$ cat config.mk
export PLATFORM = sky130hd
export DESIGN_NAME = npdf_cell
export DESIGN_NICKNAME = d
export VERILOG_FILES = /design/src/rtl/npdf_pkg.sv /design/src/rtl/npdf_cell.sv
export SDC_FILE = /design/constraint.sdc
export NUM_CORES = 1
export LEC_CHECK = 0
export ABC_AREA = 1
export CAP_MARGIN = 20
export CORE_MARGIN = 4
export CORE_UTILIZATION = 28
export DETAILED_ROUTE_END_ITERATION = 8
export DONT_BUFFER_PORTS = 1
export GPL_ROUTABILITY_DRIVEN = 0
export GPL_TIMING_DRIVEN = 1
export SLEW_MARGIN = 20
export SYNTH_ARGS = -nofsm -noshare
export SYNTH_HDL_FRONTEND = slang
export SYNTH_SLANG_ARGS = --single-unit
$ cat constraint.sdc
create_clock -name clk -period 5 [get_ports clk]
set_clock_uncertainty 0.2 [all_clocks]
set_input_delay 1 -clock clk [delete_from_list [all_inputs] [get_ports clk]]
set_output_delay 1 -clock clk [all_outputs]
set_load 0.01 [all_outputs]
$ cat src/rtl/npdf_pkg.sv
// shared constants, codes and types for the nearest point disparity fill block
package npdf_pkg;

  // table geometry
  localparam int MAX_POINTS = 1024;
  localparam int FRAC_BITS  = 4;
  localparam int IDX_W      = $clog2(MAX_POINTS);
  localparam int CNT_W      = $clog2(MAX_POINTS + 1);

  // field widths
  localparam int OP_W    = 2;
  localparam int COORD_W = 16;
  localparam int PIX_W   = 12;
  localparam int DISP_W  = 11;
  localparam int SQ_W    = 2 * COORD_W;
  localparam int DIST_W  = SQ_W + 1;

  // operation codes
  localparam logic [OP_W-1:0] OP_CLEAR  = 2'd0;
  localparam logic [OP_W-1:0] OP_APPEND = 2'd1;
  localparam logic [OP_W-1:0] OP_QUERY  = 2'd2;

  // distance limit: dist * LIMIT_DEN < LIMIT_NUM * 2^(2*FRAC_BITS)
  // holds exactly when dist is below the rounded-up quotient
  localparam longint unsigned LIMIT_NUM = 64'd9999999999;
  localparam longint unsigned LIMIT_DEN = 64'd1000;
  localparam longint unsigned LIMIT_Q   =
    ((LIMIT_NUM << (2 * FRAC_BITS)) + LIMIT_DEN - 64'd1) / LIMIT_DEN;
  localparam logic [DIST_W-1:0] DIST_LIMIT = LIMIT_Q[DIST_W-1:0];

  typedef struct packed {
    logic [COORD_W-1:0]       x;
    logic [COORD_W-1:0]       y;
    logic signed [DISP_W-1:0] disp;
  } point_t;

  typedef struct packed {
    logic             vld;
    logic             last;
    logic [IDX_W-1:0] idx;
    point_t           pt;
  } feed_t;

  typedef struct packed {
    logic [IDX_W-1:0]         idx;
    logic signed [DISP_W-1:0] disp;
  } result_t;

endpackage

$ cat src/rtl/npdf_cell.sv
// one point storage cell of the rotating point ring
module npdf_cell (
  input  logic            clk,
  input  logic            load_en,
  input  npdf_pkg::point_t load_pt,
  input  logic            shift_en,
  input  npdf_pkg::point_t next_pt,
  output npdf_pkg::point_t pt
);
  import npdf_pkg::*;

  point_t pt_r;

  // append writes the cell, a scan step takes the neighbor's point
  always_ff @(posedge clk) begin
    if (load_en) begin
      pt_r <= load_pt;
    end else if (shift_en) begin
      pt_r <= next_pt;
    end
  end

  assign pt = pt_r;

endmodule

==> impl_metrics.py <==
metrics = {
    "synthesis": {
        "yosysSeqAreaShare_pct": 68.8,
        "netlist.top_cell.by_area": "edfxtp_1",
        "ys_ff_latch": 43,
        "synth.area.top_cells": "edfxtp_1 69%, nand2_1 26%, buf_6 3.0%",
        "yosys.area.top_type_share_pct": 68.8,
        "synth.cell_area_sq_um": 1880,
        "syn-num-nets": 272,
        "yosysUniqueCellTypes": 6,
        "syn_avg_cell_area_sq_um": 10.3,
        "syn_inst": 183,
        "yosysWarnings": 0,
    },
    "worst_setup_path": {
        "cp_max_fo": 43,
        "cpPeakStageDelay_ns": 0.73,
        "worstPathArrival_ns": 1.75,
        "end_kind": "flip-flop",
        "required_ns": 4.71,
        "startpoint_type": "primary input",
        "critPathBufInv": 0,
        "crit_slowest_cell": "or2_2",
        "worstPathCellList": "or2_2",
        "worstSetupPathType": "in -> reg",
        "cpLargestDelayFamily": "simple AND/OR/NAND/NOR gates",
    },
    "routing": {
        "vias": 1179,
        "wirelength_um": 3830,
        "drcViolationCount": 0,
        "drt-pass1-iter-count": 4,
        "wl_per_cell_um": 14.8,
        "ant_nets": 0,
        "viasPerCell": 4.55,
        "first_iter_violations": 48,
    },
    "clock_tree": {
        "htreeDepth": 2,
        "cts_resized": 0,
        "cts_hold_buf": 0,
        "ctsRootBufferMaster": "clkbuf_8",
        "clkTransAtPathRegs_ns": 0.08,
        "postCtsSetupRepairBufs": 0,
        "cts_sinks": 43,
        "numCtsBuffers": 5,
        "clock_path_buffers": 2,
        "cts_tree": "done",
    },
    "global_route": {
        "grt_first_pass_wirelength_um": 5890,
        "grt_usage_pct": 9.31,
        "antenna_found_initial": 0,
        "first_global_vias": 1123,
        "grt-ovfl-total": 0,
        "grt_max_degree": 46,
    },
    "power": {
        "leakagePower_uw": 0.000868,
        "power.total_uw": 729,
        "vdd_drop_max_mv": 0.119,
        "cellPowerDensity_nw_per_um2": 371,
    },
    "cells_and_area": {
        "largest_reg_flops": 43,
        "drive_gt1_share_pct": 3.85,
        "antennaDiodeCount": 0,
        "area_growth_pct": 4.80,
        "nNetsFinal": 270,
    },
    "timing": {
        "rsz0062_at_grt": "no",
        "worst_pin_slew_ns": 0.970,
        "fmax_mhz": 491,
        "setup_tns_ns": 0,
        "slew_violations": 0,
        "relSlewSlack_pct": 35.4,
        "final-hold-violation-count": 0,
        "fin_crit_sh_pct": 40.8,
        "period_minus_slack_ns": 2.04,
        "setup-violations-final": 0,
    },
    "floorplan": {
        "chipHeight_um": 89.9,
        "die_w_um": 89.9,
        "fp.dieArea_sq_um": 8080,
        "io_pins": 132,
        "initial_core_util_pct": 29.2,
        "rows": 29,
        "core_sq_um": 6420,
    },
    "placed_design": {
        "hpwlAfterDp_um": 2810,
        "port_buffers": 0,
    },
    "flow_run": {
        "cap_violations": 0,
    },
    "outcome": {
        "status": "finished clean",
    },
    "worst_hold_path": {
        "hold_class": "in -> reg",
    },
}
-- cells by family (layout without fill, tap and decap cells) --
family	Yosys count	in the layout	synth area share, %
DFF	43	43	68.8
buffers and inverters	10	9	5.07
and+or+nand+nor	130	130	26.1
-- final timing paths --
path	slack (ns)	end	start	depth (start not counted)
max	2.96	pt[19]	shift_en	1
min	0.69	pt[29]	next_pt[29]	2
-- layout by cell type (no fill, tap or decap) --
| master | Yosys | routed |
|---|---|---|
| inv_6 | 1 | 1 |
| clkinv_1 | 0 | 2 |
| edfxtp_1 | 43 | 43 |
| nand2_1 | 129 | 129 |
| clkbuf_8 | 0 | 5 |
| or2_2 | 1 | 1 |
| clkbuf_1 | 0 | 1 |
-- through the flow --
stage / worst slack [ns] / hold slack (ns) / instances / instance area [sq um] / utilization (%)
after floorplan: 2.70 / 0.979 / 183 / 1880 / -
after global placement: 2.65 / 0.981 / 251 / 1890 / 29.4
after detailed placement: 2.62 / 0.984 / 251 / 1890 / 29.4
after CTS: 2.94 / 0.675 / 259 / 1970 / 30.6
after global routing: 2.87 / 0.680 / 259 / 1970 / 30.6
final: 2.96 / 0.686 / 259 / 1970 / 30.6
-- routing by layer --
metal	wire length [um]	global-route usage, %	vias to the layer above
met1	1470	10.1	514
met4	80	4.97	0
met5	0	0	-
li1	-	-	578
met2	1860	15.4	79
met3	411	4.01	8
-- where the power goes --
group | leakage (uW) | internal [uW] | total [uW] | switching (uW)
sequential | 0.000443 | 446 | 483 | 37.2
combinational | 0.000385 | 13.2 | 39.1 | 25.9
clock | 0.0000403 | 95.4 | 207 | 112
-- cell usage after synthesis --
master	number
buf_4	4
buf_6	5
nand2_1	129
inv_6	1
or2_2	1
edfxtp_1	43
-- cell type report --
cell class / instances / area [sq um]
clock inverter: 2 / 7.51
fill: 648 / 4460
multi-input combinational: 130 / 490
tap: 77 / 96.3
sequential: 43 / 1290
inverter: 1 / 8.76
clock buffer: 6 / 72.6
(Power assumes the default switching activity.)
