<file path="src/rtl/npdf_pkg.sv">
// shared constants, codes and types for the nearest point disparity fill block
package npdf_pkg;

  // table geometry
  localparam int MAX_POINTS = 1024;
  localparam int FRAC_BITS  = 4;
  localparam int IDX_W      = $clog2(MAX_POINTS);
  localparam int CNT_W      = $clog2(MAX_POINTS + 1);

  // field widths
  localparam int OP_W    = 2;
  localparam int COORD_W = 16;
  localparam int PIX_W   = 12;
  localparam int DISP_W  = 11;
  localparam int SQ_W    = 2 * COORD_W;
  localparam int DIST_W  = SQ_W + 1;

  // operation codes
  localparam logic [OP_W-1:0] OP_CLEAR  = 2'd0;
  localparam logic [OP_W-1:0] OP_APPEND = 2'd1;
  localparam logic [OP_W-1:0] OP_QUERY  = 2'd2;

  // distance limit: dist * LIMIT_DEN < LIMIT_NUM * 2^(2*FRAC_BITS)
  // holds exactly when dist is below the rounded-up quotient
  localparam longint unsigned LIMIT_NUM = 64'd9999999999;
  localparam longint unsigned LIMIT_DEN = 64'd1000;
  localparam longint unsigned LIMIT_Q   =
    ((LIMIT_NUM << (2 * FRAC_BITS)) + LIMIT_DEN - 64'd1) / LIMIT_DEN;
  localparam logic [DIST_W-1:0] DIST_LIMIT = LIMIT_Q[DIST_W-1:0];

  typedef struct packed {
    logic [COORD_W-1:0]       x;
    logic [COORD_W-1:0]       y;
    logic signed [DISP_W-1:0] disp;
  } point_t;

  typedef struct packed {
    logic             vld;
    logic             last;
    logic [IDX_W-1:0] idx;
    point_t           pt;
  } feed_t;

  typedef struct packed {
    logic [IDX_W-1:0]         idx;
    logic signed [DISP_W-1:0] disp;
  } result_t;

endpackage

</file>
<file path="src/rtl/npdf_dist.sv">
// distance pipeline and running nearest point selection
module npdf_dist (
  input  logic                         clk,
  input  logic                         rst_n,
  input  logic [npdf_pkg::COORD_W-1:0] col_s,
  input  logic [npdf_pkg::COORD_W-1:0] row_s,
  input  npdf_pkg::feed_t              feed,
  output logic                         done,
  output npdf_pkg::result_t            res
);
  import npdf_pkg::*;

  // stage 1: absolute differences
  logic                     s1_vld_r;
  logic                     s1_last_r;
  logic [IDX_W-1:0]         s1_idx_r;
  logic signed [DISP_W-1:0] s1_disp_r;
  logic [COORD_W-1:0]       s1_dx_r;
  logic [COORD_W-1:0]       s1_dy_r;

  // stage 2: squares
  logic                     s2_vld_r;
  logic                     s2_last_r;
  logic [IDX_W-1:0]         s2_idx_r;
  logic signed [DISP_W-1:0] s2_disp_r;
  logic [SQ_W-1:0]          s2_sqx_r;
  logic [SQ_W-1:0]          s2_sqy_r;

  // stage 3: best so far
  logic [DIST_W-1:0]        best_r;
  logic                     found_r;
  logic [IDX_W-1:0]         bidx_r;
  logic signed [DISP_W-1:0] bdisp_r;
  logic                     done_r;

  logic [DIST_W-1:0] dist_sum;
  logic              qual;
  logic              take;

  // control valids
  always_ff @(posedge clk) begin
    if (!rst_n) begin
      s1_vld_r <= 1'b0;
      s2_vld_r <= 1'b0;
      done_r   <= 1'b0;
    end else begin
      s1_vld_r <= feed.vld;
      s2_vld_r <= s1_vld_r;
      done_r   <= s2_vld_r && s2_last_r;
    end
  end

  // difference stage
  always_ff @(posedge clk) begin
    s1_last_r <= feed.last;
    s1_idx_r  <= feed.idx;
    s1_disp_r <= feed.pt.disp;
    s1_dx_r   <= (col_s >= feed.pt.x) ? (col_s - feed.pt.x) : (feed.pt.x - col_s);
    s1_dy_r   <= (row_s >= feed.pt.y) ? (row_s - feed.pt.y) : (feed.pt.y - row_s);
  end

  // square stage
  always_ff @(posedge clk) begin
    s2_last_r <= s1_last_r;
    s2_idx_r  <= s1_idx_r;
    s2_disp_r <= s1_disp_r;
    s2_sqx_r  <= SQ_W'(s1_dx_r) * SQ_W'(s1_dx_r);
    s2_sqy_r  <= SQ_W'(s1_dy_r) * SQ_W'(s1_dy_r);
  end

  // sum, limit test and strict compare keeps the earliest on ties
  assign dist_sum = DIST_W'(s2_sqx_r) + DIST_W'(s2_sqy_r);
  assign qual     = dist_sum < DIST_LIMIT;
  assign take     = qual && (!found_r || (dist_sum < best_r));

  // point 0 always seeds the choice, so it wins when nothing qualifies
  always_ff @(posedge clk) begin
    if (s2_vld_r) begin
      if (s2_idx_r == '0) begin
        best_r  <= dist_sum;
        found_r <= qual;
        bidx_r  <= s2_idx_r;
        bdisp_r <= s2_disp_r;
      end else if (take) begin
        best_r  <= dist_sum;
        found_r <= 1'b1;
        bidx_r  <= s2_idx_r;
        bdisp_r <= s2_disp_r;
      end
    end
  end

  assign done     = done_r;
  assign res.idx  = bidx_r;
  assign res.disp = bdisp_r;

endmodule

</file>
<file path="config.mk">
export PLATFORM = sky130hd
export DESIGN_NAME = npdf_dist
export DESIGN_NICKNAME = d
export VERILOG_FILES = /design/src/rtl/npdf_pkg.sv /design/src/rtl/npdf_dist.sv
export SDC_FILE = /design/constraint.sdc
export NUM_CORES = 1
export LEC_CHECK = 0
export BUFFER_PORTS_ARGS = -buffer_cell sky130_fd_sc_hd__buf_2
export CAP_MARGIN = 20
export CELL_PAD_IN_SITES_DETAIL_PLACEMENT = 1
export CELL_PAD_IN_SITES_GLOBAL_PLACEMENT = 2
export CORE_MARGIN = 4
export CORE_UTILIZATION = 45
export CTS_BUF_LIST = sky130_fd_sc_hd__clkbuf_8
export DETAILED_ROUTE_END_ITERATION = 10
export PLACE_DENSITY = 0.89
export SLEW_MARGIN = 40
export SYNTH_ARGS = -nofsm -noshare
export SYNTH_HDL_FRONTEND = slang
export SYNTH_SLANG_ARGS = --single-unit
</file>
<file path="constraint.sdc">
create_clock -name clk -period 16.63 [get_ports clk]
set_clock_uncertainty 0.05 [all_clocks]
set_input_delay 3.326 -clock clk [delete_from_list [all_inputs] [get_ports clk]]
set_output_delay 3.326 -clock clk [all_outputs]
set_load 0.01 [all_outputs]
</file>
==> impl_metrics.tcl <==
set metrics [dict create \
    netlist_area_sq_mm 0.02447 \
    netlist_instances 2655 \
    place_ws_ns 9.643 \
    synth.most_common_cell "inv_1" \
    fin_nets 3475 \
    grt_use_met2 0.3682 \
    via_per_inst 5.175 \
    slew_headroom 0.4502 \
    drtPass1Iterations 5 \
    die_w_microns 241.2 \
    drive_above_1_share 0.06601 \
    ys_ff_latch 196 \
    start_util 0.4546 \
    grt_max_degree 47 \
    cts-resized-gates 0 \
    grt.total_usage 0.2080 \
    grt_overflow_total 0 \
    globalplace.congestion 0.8427 \
    finalHoldViolations 0 \
    routedWlPerCell_microns 16.83 \
    status "completed" \
    die_y_microns 241.2 \
    yosysTopAreaCellShare 0.2684 \
    insertion_delay_ns 0.56 \
    std_cell_rows 85 \
    grtUsageMet3 0.02411 \
    clock_path_buffers 2 \
    drtIter0Drc 730 \
    ys_top_cells_by_count "627 x inv_1, 329 x ha_1, 328 x fa_1" \
    synth_cell_type_count 78 \
    grt_first_pass_wirelength_mm 97.23 \
    cp.arrival_ns 7.43 \
    postCtsSetupBuffers 0 \
    busiest_layer "met2" \
    clkTransAtPathRegs_ns 0.12 \
    hold_buffers 0 \
    tritoncts "built" \
    htreeDepth 4 \
    avgSynthCellArea_sq_um 9.215 \
    worstRegToRegCells 23 \
    num_vias 17797 \
    grt_pass1_vias 19811 \
    synth-edff-count 55 \
    finalSetupTns_ns 0 \
    min_period_ns 6.999 \
    hpwl_mm 49.43 \
    fmax_mhz 142.9 \
    rsz0062_at_grt "no" \
    drv_cap 0 \
    syn_to_final_growth_pct 6.740 \
    die_area_sq_mm 0.05816 \
    path_class "register to register" \
    worstSetupEndpointType "register" \
    gr-usage-met1 0.2710 \
    hold_class "register to register" \
    rrSetupSlack_ns 9.63 \
    portBuffers 110 \
    antenna_found_initial 1 \
    r2r-start "s1_dy_r[13]" \
    fp.coreArea_sq_mm 0.05381 \
    r2r-end "s2_sqy_r[31]" \
    cts_buffers 17 \
    startpoint_type "register" \
    setup_viol 0 \
    synth_top_cell_by_area "fa_1" \
    setup_slack_ns 9.631 \
    syn_nets 3401 \
    ios 111 \
    slew_viol_final 0 \
    seq_area_frac_synth 0.1829 \
    hold_start "s1_idx_r[6]" \
    synthFlopType "dfxtp_1" \
    required_ns 17.06 \
    cts_sinks 196 \
    whs_endpoint "s2_idx_r[6]" \
    drc 0 \
    ys_warn_count 0 \
    path_max_fanout 14 \
    ant_nets 0 \
    root_buffer "clkbuf_8" \
    synth-async-reset-ratio 0 \
    hold_depth 0 \
    nFillCells 6282 \
    post-route-period-util 0.4209 \
    worst_slew_pin_slew_ns 0.8236 \
    wl_mm 57.88 \
    synth_area_leaders "fa_1 27%, ha_1 17%, dfxtp_1 12%" \
]
[how the worst max path moves through the flow]
stage | startpoint | end | slack, ns | cells after the start
floorplan | s2_sqx_r[3] | bdisp_r[0] | 10.27 | 17
global placement | row_s[0] | s1_dy_r[14] | 9.73 | 15
detailed placement | s1_dy_r[13] | s2_sqy_r[31] | 9.64 | 23
CTS | s1_dy_r[13] | s2_sqy_r[31] | 9.61 | 23
global route | s1_dx_r[1] | s2_sqx_r[30] | 9.20 | 22
finish | s1_dy_r[13] | s2_sqy_r[31] | 9.63 | 23
[layer usage]
metal / routed length [microns] / up-vias
met3: 1755 / 63
met5: 0 / -
li1: - / 8545
met4: 1079 / 0
met2: 29010 / 219
met1: 26030 / 8970
[flip-flops by register name (all words and copies together) (netlist names)]
| name | flops |
|---|---|
| best_r | 33 |
| s2_sqx_r | 31 |
| s2_sqy_r | 31 |
| s1_dx_r | 16 |
| s1_dy_r | 16 |
| bdisp_r | 11 |
| s1_disp_r | 11 |
| s2_disp_r | 11 |
| bidx_r | 10 |
| s1_idx_r | 10 |
| s2_idx_r | 10 |
| done | 1 |
| found_r | 1 |
| s1_last_r | 1 |
| s1_vld_r | 1 |
| s2_last_r | 1 |
| s2_vld_r | 1 |
[layout by cell type (no fill, tap or decap), types with 29 or more instances in the layout]
cell	count
o21ai_0	67
inv_1	629
a21oi_1	118
nor2b_1	29
nand2_1	221
xnor2_1	81
edfxtp_1	55
buf_2	110
a21o_1	79
ha_1	329
xor2_1	39
dfxtp_1	141
nor2_1	93
fa_1	328
and2_1	86
[cell type report]
type	instances	area [sq um]	area share
tap	696	870.8	0.03335
sequential	196	4474	0.1713
clock buffer	17	234.0	0.008959
clock inverter	15	166.4	0.006372
multi-input combinational	1772	17430	0.6673
antenna	1	2.502	0.00009582
inverter	627	2354	0.09012
timing repair buffer	115	588.1	0.02252
[worst max-delay path: stages, from the launching register on]
cell and delay [ns]:
dfxtp_1 0.74, inv_1 0.38, nor2_1 0.24, ha_1 0.28
xor2_1 0.19, fa_1 0.57, inv_1 0.06, fa_1 0.49
fa_1 0.48, fa_1 0.53, inv_1 0.05, fa_1 0.47
inv_1 0.04, ha_1 0.37, a21o_1 0.18, a21o_1 0.16
a21o_1 0.16, a21oi_1 0.20, o21ai_0 0.13, a31oi_1 0.30
a31oi_1 0.23, a211o_1 0.29, a21oi_1 0.17, xnor2_1 0.15
[through the flow]
stage,cell area (sq um),cells,utilization,hold WS (ns)
after floorplan,24470,2655,-,0.2596
after global placement,25700,3406,0.4777,0.2613
after detailed placement,25700,3406,0.4777,0.2635
after CTS,26110,3438,0.4851,0.2866
after global routing,26120,3439,0.4853,0.2782
final,26120,3439,0.4853,0.2737
[logic make-up after synthesis]
group           Yosys count  share of synthesized area
simple gates            557                     0.1093
flops                   196                     0.1829
xor+xnor                120                    0.04296
compound gates          415                     0.1125
mux                      22                   0.009359
buf+inv                 687                     0.1059
fa+ha+maj               658                     0.4371
Power is not shown: default switching activity piles up to over one toggle a cycle in this logic, so the estimate is an artifact.
